**src/rtl/jnv_pkg.sv**
```systemverilog
// jnv_pkg: shared types and constants of the JSON nesting validator.
// Used by jnv_front, jnv_queue, jnv_back and json_nesting_validator.
// No dependencies.
package jnv_pkg;

	localparam int STACK_DEPTH = 1024;
	localparam int QUEUE_DEPTH = 2;

	localparam logic [7:0] CH_HASH    = 8'h23;
	localparam logic [7:0] CH_NL      = 8'h0a;
	localparam logic [7:0] CH_BSLASH  = 8'h5c;
	localparam logic [7:0] CH_DQUOTE  = 8'h22;
	localparam logic [7:0] CH_SQUOTE  = 8'h27;
	localparam logic [7:0] CH_LBRACK  = 8'h5b;
	localparam logic [7:0] CH_RBRACK  = 8'h5d;
	localparam logic [7:0] CH_LBRACE  = 8'h7b;
	localparam logic [7:0] CH_RBRACE  = 8'h7d;
	localparam logic [7:0] CH_COMMA   = 8'h2c;
	localparam logic [7:0] CH_COLON   = 8'h3a;

	typedef enum logic [1:0] {
		MODE_NORMAL  = 2'd0,
		MODE_COMMENT = 2'd1,
		MODE_STRING  = 2'd2,
		MODE_ESCAPE  = 2'd3
	} mode_t;

	typedef enum logic [1:0] {
		CTX_SCALAR = 2'd0,
		CTX_ARRAY  = 2'd1,
		CTX_KEY    = 2'd2,
		CTX_VALUE  = 2'd3
	} ctx_t;

	typedef enum logic [2:0] {
		ERR_NONE      = 3'd0,
		ERR_OVERFLOW  = 3'd1,
		ERR_UNDERFLOW = 3'd2,
		ERR_SEPARATOR = 3'd3,
		ERR_UNCLOSED  = 3'd4
	} err_t;

	typedef enum logic [2:0] {
		OP_NOP      = 3'd0,
		OP_PUSH_ARR = 3'd1,
		OP_PUSH_KEY = 3'd2,
		OP_POP      = 3'd3,
		OP_COMMA    = 3'd4,
		OP_COLON    = 3'd5
	} op_t;

	typedef struct packed {
		op_t  op;
		logic last;
	} op_item_t;

endpackage

```
**src/rtl/json_nesting_validator.sv**
```systemverilog
// json_nesting_validator: one byte per cycle while the queue has room; the last byte
// is registered in the queue at the accepting edge, its verdict in the output register.
// Throughput: 1 byte per cycle, set by the stack engine, which stalls a last byte while a
// verdict waits; it pops from a memory with a registered read of the entry below the top.
// Reset (arst_n low): lexer mode, queue, stack pointer and error clear at once;
// the stack memory is not cleared, every entry is pushed before it is read.
module json_nesting_validator #(
	parameter int STACK_DEPTH = jnv_pkg::STACK_DEPTH
) (
	input  logic       clk,
	input  logic       arst_n,
	input  logic       in_valid,
	output logic       in_ready,
	input  logic [7:0] data_byte,
	input  logic       last,
	output logic       out_valid,
	input  logic       out_ready,
	output logic       valid_res,
	output logic [2:0] error_code
);

	logic              fq_valid, fq_ready, qb_valid, qb_ready;
	jnv_pkg::op_item_t fq_item, qb_item;

	jnv_front u_front (
		.clk       (clk),
		.arst_n    (arst_n),
		.in_valid  (in_valid),
		.in_ready  (in_ready),
		.data_byte (data_byte),
		.last      (last),
		.q_ready   (fq_ready),
		.q_valid   (fq_valid),
		.q_item    (fq_item)
	);

	jnv_queue u_queue (
		.clk        (clk),
		.arst_n     (arst_n),
		.push_valid (fq_valid),
		.push_ready (fq_ready),
		.push_item  (fq_item),
		.pop_valid  (qb_valid),
		.pop_ready  (qb_ready),
		.pop_item   (qb_item)
	);

	jnv_back #(
		.STACK_DEPTH (STACK_DEPTH)
	) u_back (
		.clk        (clk),
		.arst_n     (arst_n),
		.op_valid   (qb_valid),
		.op_ready   (qb_ready),
		.op_item    (qb_item),
		.out_valid  (out_valid),
		.out_ready  (out_ready),
		.valid_res  (valid_res),
		.error_code (error_code)
	);

	a_verdict_consistent: assert property (@(posedge clk) disable iff (!arst_n)
		out_valid |-> (valid_res == (error_code == jnv_pkg::ERR_NONE)))
		else $error("verdict flag disagrees with error code");

	a_code_range: assert property (@(posedge clk) disable iff (!arst_n)
		out_valid |-> (error_code <= jnv_pkg::ERR_UNCLOSED))
		else $error("error code out of range");

	a_full_not_empty: assert property (@(posedge clk) disable iff (!arst_n)
		!in_ready |-> qb_valid)
		else $error("queue refuses bytes while empty");

	a_verdict_needs_last: assert property (@(posedge clk) disable iff (!arst_n)
		(qb_valid && qb_ready && qb_item.last) |=> out_valid)
		else $error("last byte processed without a verdict");

endmodule

```
**src/rtl/jnv_front.sv**
```systemverilog
// jnv_front: lexer of the validator. Tracks comment and string modes and
// turns each accepted byte into a structural op for the back end.
// Depends on jnv_pkg.
module jnv_front (
	input  logic               clk,
	input  logic               arst_n,
	input  logic               in_valid,
	output logic               in_ready,
	input  logic [7:0]         data_byte,
	input  logic               last,
	input  logic               q_ready,
	output logic               q_valid,
	output jnv_pkg::op_item_t  q_item
);

	jnv_pkg::mode_t mode_q, mode_nxt;
	logic           quote_q, quote_nxt;
	jnv_pkg::op_t   op;
	logic           fire;

	assign in_ready = q_ready;
	assign fire     = in_valid & q_ready;
	assign q_valid  = in_valid;
	assign q_item   = '{op: op, last: last};

	always_comb begin
		mode_nxt  = mode_q;
		quote_nxt = quote_q;
		op        = jnv_pkg::OP_NOP;
		unique case (mode_q)
			jnv_pkg::MODE_COMMENT: begin
				if (data_byte == jnv_pkg::CH_NL) mode_nxt = jnv_pkg::MODE_NORMAL;
			end
			jnv_pkg::MODE_ESCAPE: begin
				mode_nxt = jnv_pkg::MODE_STRING;
			end
			jnv_pkg::MODE_STRING: begin
				if (data_byte == (quote_q ? jnv_pkg::CH_SQUOTE : jnv_pkg::CH_DQUOTE))
					mode_nxt = jnv_pkg::MODE_NORMAL;
				else if (data_byte == jnv_pkg::CH_BSLASH)
					mode_nxt = jnv_pkg::MODE_ESCAPE;
			end
			jnv_pkg::MODE_NORMAL: begin
				// after an error the back end drops every op, so mode changes
				// seen here past that point cannot affect the verdict
				unique case (data_byte)
					jnv_pkg::CH_HASH:   mode_nxt = jnv_pkg::MODE_COMMENT;
					jnv_pkg::CH_DQUOTE: begin
						mode_nxt  = jnv_pkg::MODE_STRING;
						quote_nxt = 1'b0;
					end
					jnv_pkg::CH_SQUOTE: begin
						mode_nxt  = jnv_pkg::MODE_STRING;
						quote_nxt = 1'b1;
					end
					jnv_pkg::CH_LBRACK: op = jnv_pkg::OP_PUSH_ARR;
					jnv_pkg::CH_LBRACE: op = jnv_pkg::OP_PUSH_KEY;
					jnv_pkg::CH_RBRACK,
					jnv_pkg::CH_RBRACE: op = jnv_pkg::OP_POP;
					jnv_pkg::CH_COMMA:  op = jnv_pkg::OP_COMMA;
					jnv_pkg::CH_COLON:  op = jnv_pkg::OP_COLON;
					default:            op = jnv_pkg::OP_NOP;
				endcase
			end
			default: mode_nxt = jnv_pkg::MODE_NORMAL;
		endcase
	end

	always_ff @(posedge clk or negedge arst_n) begin
		if (!arst_n) begin
			mode_q  <= jnv_pkg::MODE_NORMAL;
			quote_q <= 1'b0;
		end else if (fire) begin
			if (last) begin
				mode_q  <= jnv_pkg::MODE_NORMAL;
				quote_q <= 1'b0;
			end else begin
				mode_q  <= mode_nxt;
				quote_q <= quote_nxt;
			end
		end
	end

endmodule

```
**src/rtl/jnv_queue.sv**
```systemverilog
// jnv_queue: short FIFO of ops between the lexer and the stack engine.
// Depends on jnv_pkg.
module jnv_queue (
	input  logic               clk,
	input  logic               arst_n,
	input  logic               push_valid,
	output logic               push_ready,
	input  jnv_pkg::op_item_t  push_item,
	output logic               pop_valid,
	input  logic               pop_ready,
	output jnv_pkg::op_item_t  pop_item
);

	localparam int PW = $clog2(jnv_pkg::QUEUE_DEPTH);
	localparam int CW = $clog2(jnv_pkg::QUEUE_DEPTH + 1);

	jnv_pkg::op_item_t slot_q [jnv_pkg::QUEUE_DEPTH];
	logic [PW-1:0]     wr_ptr_q, rd_ptr_q;
	logic [CW-1:0]     count_q;
	logic              do_push, do_pop;

	assign push_ready = count_q != CW'(jnv_pkg::QUEUE_DEPTH);
	assign pop_valid  = count_q != '0;
	assign pop_item   = slot_q[rd_ptr_q];
	assign do_push    = push_valid & push_ready;
	assign do_pop     = pop_valid & pop_ready;

	function automatic logic [PW-1:0] ptr_inc(input logic [PW-1:0] p);
		ptr_inc = (p == PW'(jnv_pkg::QUEUE_DEPTH - 1)) ? '0 : p + PW'(1);
	endfunction

	always_ff @(posedge clk) begin
		if (do_push) slot_q[wr_ptr_q] <= push_item;
	end

	always_ff @(posedge clk or negedge arst_n) begin
		if (!arst_n) begin
			wr_ptr_q <= '0;
			rd_ptr_q <= '0;
			count_q  <= '0;
		end else begin
			if (do_push) wr_ptr_q <= ptr_inc(wr_ptr_q);
			if (do_pop)  rd_ptr_q <= ptr_inc(rd_ptr_q);
			if (do_push && !do_pop)      count_q <= count_q + CW'(1);
			else if (do_pop && !do_push) count_q <= count_q - CW'(1);
		end
	end

endmodule

```
**src/rtl/jnv_back.sv**
```systemverilog
// jnv_back: stack engine. Applies ops to the context stack, tracks the
// first error and registers the verdict on the last byte.
// Depends on jnv_pkg.
module jnv_back #(
	parameter int STACK_DEPTH = jnv_pkg::STACK_DEPTH
) (
	input  logic               clk,
	input  logic               arst_n,
	input  logic               op_valid,
	output logic               op_ready,
	input  jnv_pkg::op_item_t  op_item,
	output logic               out_valid,
	input  logic               out_ready,
	output logic               valid_res,
	output logic [2:0]         error_code
);

	localparam int SP_W = $clog2(STACK_DEPTH);

	// top of stack lives in top_q; entries below it live in the memory,
	// with the one just under the top prefetched into below_q
	jnv_pkg::ctx_t stack_mem [STACK_DEPTH-1];

	logic [SP_W-1:0] sp_q, sp_nxt, sp_new;
	jnv_pkg::ctx_t   top_q, top_nxt, below_q;
	jnv_pkg::err_t   err_q, err_nxt, code;
	logic            push_en, fire;
	logic            out_valid_q, valid_res_q;
	logic [2:0]      error_code_q;

	assign op_ready = !op_item.last || !out_valid_q || out_ready;
	assign fire     = op_valid & op_ready;

	always_comb begin
		sp_nxt  = sp_q;
		top_nxt = top_q;
		err_nxt = err_q;
		push_en = 1'b0;
		if (err_q == jnv_pkg::ERR_NONE) begin
			unique case (op_item.op)
				jnv_pkg::OP_PUSH_ARR,
				jnv_pkg::OP_PUSH_KEY: begin
					if (sp_q == SP_W'(STACK_DEPTH - 1)) begin
						err_nxt = jnv_pkg::ERR_OVERFLOW;
					end else begin
						push_en = 1'b1;
						sp_nxt  = sp_q + SP_W'(1);
						top_nxt = (op_item.op == jnv_pkg::OP_PUSH_ARR) ?
							jnv_pkg::CTX_ARRAY : jnv_pkg::CTX_KEY;
					end
				end
				jnv_pkg::OP_POP: begin
					if (sp_q == '0) begin
						err_nxt = jnv_pkg::ERR_UNDERFLOW;
					end else begin
						sp_nxt  = sp_q - SP_W'(1);
						top_nxt = below_q;
					end
				end
				jnv_pkg::OP_COMMA: begin
					if (top_q == jnv_pkg::CTX_VALUE)      top_nxt = jnv_pkg::CTX_KEY;
					else if (top_q != jnv_pkg::CTX_ARRAY) err_nxt = jnv_pkg::ERR_SEPARATOR;
				end
				jnv_pkg::OP_COLON: begin
					if (top_q == jnv_pkg::CTX_KEY) top_nxt = jnv_pkg::CTX_VALUE;
					else                           err_nxt = jnv_pkg::ERR_SEPARATOR;
				end
				default: ;
			endcase
		end
		priority if (err_nxt != jnv_pkg::ERR_NONE) code = err_nxt;
		else if (sp_nxt != '0)                    code = jnv_pkg::ERR_UNCLOSED;
		else                                      code = jnv_pkg::ERR_NONE;
		sp_new = op_item.last ? '0 : sp_nxt;
	end

	// stack memory: either one write or one registered read per cycle; a push
	// forwards the old top, which is exactly the new entry under the top
	always_ff @(posedge clk) begin
		if (fire && push_en) begin
			stack_mem[sp_q] <= top_q;
			below_q         <= top_q;
		end else if (fire && op_item.op == jnv_pkg::OP_POP && sp_new != '0) begin
			below_q <= stack_mem[sp_new - SP_W'(1)];
		end
	end

	always_ff @(posedge clk or negedge arst_n) begin
		if (!arst_n) begin
			sp_q  <= '0;
			top_q <= jnv_pkg::CTX_SCALAR;
			err_q <= jnv_pkg::ERR_NONE;
		end else if (fire) begin
			if (op_item.last) begin
				sp_q  <= '0;
				top_q <= jnv_pkg::CTX_SCALAR;
				err_q <= jnv_pkg::ERR_NONE;
			end else begin
				sp_q  <= sp_nxt;
				top_q <= top_nxt;
				err_q <= err_nxt;
			end
		end
	end

	always_ff @(posedge clk or negedge arst_n) begin
		if (!arst_n) begin
			out_valid_q <= 1'b0;
		end else if (fire && op_item.last) begin
			out_valid_q <= 1'b1;
		end else if (out_ready) begin
			out_valid_q <= 1'b0;
		end
	end

	always_ff @(posedge clk) begin
		if (fire && op_item.last) begin
			valid_res_q  <= code == jnv_pkg::ERR_NONE;
			error_code_q <= code;
		end
	end

	assign out_valid  = out_valid_q;
	assign valid_res  = valid_res_q;
	assign error_code = error_code_q;

endmodule

```
**config.mk**
```make
export PLATFORM = sky130hd
export DESIGN_NAME = json_nesting_validator
export DESIGN_NICKNAME = d
export VERILOG_FILES = /design/src/rtl/jnv_pkg.sv /design/src/rtl/json_nesting_validator.sv /design/src/rtl/jnv_front.sv /design/src/rtl/jnv_queue.sv /design/src/rtl/jnv_back.sv
export SDC_FILE = /design/constraint.sdc
export NUM_CORES = 2
export LEC_CHECK = 0
export ABC_CLOCK_PERIOD_IN_PS = 20800
export BUFFER_PORTS_ARGS = -buffer_cell sky130_fd_sc_hd__buf_2
export CAP_MARGIN = 20
export CORE_MARGIN = 10
export CORE_UTILIZATION = 35
export CTS_CLUSTER_DIAMETER = 100
export DETAILED_ROUTE_END_ITERATION = 7
export PLACE_DENSITY = 0.53
export SETUP_SLACK_MARGIN = 0.05
export SYNTH_ARGS = -nofsm -noshare
export SYNTH_HDL_FRONTEND = slang
export SYNTH_SLANG_ARGS = --single-unit
```
**constraint.sdc**
```tcl
create_clock -name clk -period 20.8 [get_ports clk]
set_input_delay 1.04 -clock clk [delete_from_list [all_inputs] [get_ports clk]]
set_output_delay 1.04 -clock clk [all_outputs]
set_load 0.005 [all_outputs]
```
==> reports/qor.yml <==
worst_setup_path:
  critPathMaxFanout: 130
  r2r_slack_ns: 12.02
  cp.depth: 21
  arrival_ns: 9.40
  cpPeakStageDelay_ns: 0.90
  path_class: "flop to flop"
  end_kind: "flop"
  path_buf_inv: 6
  reg2reg_depth: 21
  worst_ep_required_time_ns: 21.41
  crit_family: "buffers and inverters"
  cpMaxStageDelayCell: "ha_4"
  crit_path_start_kind: "flop"
  crit_chain: "inv_1, ha_1, nor4b_2, o2111ai_2, nand3_1, o21ai_1, a21oi_4, buf_12, inv_8, ha_4, buf_4, buf_12, buf_4, mux4_2, a221oi_1, nand3_1, nand4_1, a21boi_1, o32ai_1, o41ai_1, o22a_1"
finish:
  layout.nets: 5899
  layout_common_cells: "edfxtp_1, nor2_1, nand2_1, nand3_1, mux4_2"
  design_area_sq_um: 98300
  final_common_cell: "edfxtp_1"
  drive_gt1_share_pct: 15.3
  syn2layout_area_growth_pct: 12.0
cts:
  post_cts_buffers: 0
  clock_sinks: 2083
  numCtsBuffers: 214
  path_clk_slew_ns: 0.06
  cts_resized: 0
  clkLatencyLatePin_ns: 0.87
  ctsLongestPathBuffers: 3
  cts-root-buf: "clkbuf_16"
  htree_levels: 4
  ctsHoldBuffers: 0
  cts_tree: "done"
placed_design:
  portBuffers: 18
  dpl.hpwl_mm: 150
  gp_congestion: 0.852
  dpl-instance-area_sq_um: 91300
routing:
  vias: 53500
  drt_first_pass_iters: 6
  via_per_inst: 5.70
  drc_errors: 0
  wl_per_cell_microns: 29.5
  drt_wl_total_mm: 277
  drt_iter0_drc: 7031
  ant_nets: 0
global_route:
  antenna_found_initial: 13
  grt_pass1_wl_mm: 397
  grt.overflow.total: 0
  grtUsageTotal_pct: 19.9
  grt_max_degree: 240
  grt_pass1_vias: 53700
floorplanning:
  start_util_pct: 35.2
  core_area_sq_um: 249000
  die_area_sq_um: 271000
  fp.dieW_microns: 521
  die_h_microns: 521
  fp-row-count: 183
  ios: 19
logic_synthesis:
  async_reset_ff_share_pct: 1.10
  synth_edf_count: 2060
  netlist_instances: 5997
  synth.distinct_cells: 99
  netlist_area_sq_um: 87800
  synth_warnings: 0
  synth_flop_cell: "edfxtp_1"
  synthTopCellsByArea: "edfxtp_1, mux4_2, nor2_1"
  yosysTopAreaCell: "edfxtp_1"
  synth_top_area_share_pct: 70.5
  avgSynthCellArea_sq_um: 14.6
  syn_nets: 6016
  synth-seq-cells: 2083
  ys_seq_area_share_pct: 71.1
timing:
  period_minus_slack_ns: 8.78
  skew_ns: 0.0469
  tns_ns: 0
  hold_viol_final: 0
  drv_slew: 0
  worst_pin_slew_ns: 1.21
  setup_viol: 0
  rsz0062_at_grt: "no"
  period_share_pct: 42.2
  fmax_mhz: 114
  slew_headroom_pct: 19.4
hold_path:
  hold_path.class: "input pin to async pin"
job:
  drv_cap: 0
power_and_ir_drop:
  p_per_area_nw_per_um2: 150
  ir_worst_vdd_uv: 177
  leakage_nw: 30.7
run_status:
  status: "finished clean"
[sequential cells by signal (all words and copies together), names as in the netlist]
signal             count
u_queue.count_q        2
u_queue.rd_ptr_q       1
u_back.top_q           2
u_back.err_q           3
u_queue.wr_ptr_q       1
u_back.below_q         2
u_front.quote_q        1
u_back.error_code      3
u_queue.slot_q         8
u_back.valid_res       1
u_front.mode_q         2
u_back.sp_q           10
u_back.stack_mem    2046
u_back.out_valid       1
[layer usage]
layer	track usage (%)	vias to the layer above	part of all wire, %
met3	3.10	445	7.4
met1	27.1	28200	41
li1	-	22500	-
met4	6.72	0	3.6
met2	32.5	2413	48
met5	0	-	0
[through the flow]
| stage | worst slack (ns) | total power, mW | std cells | hold WS (ns) | utilization [%] |
|---|---|---|---|---|---|
| detailed placement | 12.12 | 10.9 | 8992 | 0.485 | 36.6 |
| global route | 11.62 | 15.3 | 9392 | 0.209 | 39.5 |
| CTS | 12.12 | 14.8 | 9389 | 0.180 | 39.4 |
| floorplan | 6.32 | 9.15 | 5997 | 0.461 | - |
| finish | 12.02 | 14.7 | 9392 | 0.203 | 39.5 |
| global placement | 12.20 | 10.9 | 8987 | 0.480 | 36.6 |
[cell usage after synthesis, drive strengths merged (14+ instances only)]
master / instances
nand2: 804
a21oi: 61
mux2i: 50
mux4: 362
nor2: 1104
a311oi: 70
a211oi: 14
clkbuf: 282
nor4: 16
o21ai: 41
nand4: 34
a31oi: 99
nor3: 44
nand3: 366
buf: 218
dfrtp: 23
nand2b: 16
edfxtp: 2060
and3: 82
[report_power, final]
part / internal, mW / total, mW / switching, mW
sequential: 5.08 / 5.15 / 0.0666
clock: 2.22 / 3.87 / 1.66
combinational: 1.73 / 5.72 / 4.00
[layout make-up]
class	instances	area, sq um
Timing Repair Buffer	167	1430
Fill cell	23200	151000
Multi-Input combinational cell	3403	23200
Tap cell	3330	4170
Sequential cell	2083	62400
Antenna cell	1	2.50
Inverter	11	48.8
Clock inverter	140	1440
Clock buffer	257	5540
[cell families after synthesis]
logic type / synth area share (%)
AND/OR/NAND/NOR: 12.1
flip-flops: 71.1
buffers and inverters: 2.82
AO/OA/AOI/OAI: 3.68
multiplexers: 9.92
XOR/XNOR: 0.247
adder cells (fa/ha/maj): 0.0855
[worst paths after layout]
check	endpoint	startpoint
worst max-delay path	u_back.below_q[1]$_DFFE_PP_	u_back.sp_q[0]$_DFFE_PN0P_
worst min-delay path	u_back.top_q[1]$_DFFE_PN0P_	arst_n
worst max register to register	u_back.below_q[1]$_DFFE_PP_	u_back.sp_q[0]$_DFFE_PN0P_
worst min register to register	u_queue.wr_ptr_q$_DFFE_PN0P_	u_queue.wr_ptr_q$_DFFE_PN0P_
max in group asynchronous	u_back.top_q[0]$_DFFE_PN0P_	arst_n
min in group clk	u_queue.wr_ptr_q$_DFFE_PN0P_	u_queue.wr_ptr_q$_DFFE_PN0P_
Note: power is estimated with default switching activity, not from simulation.
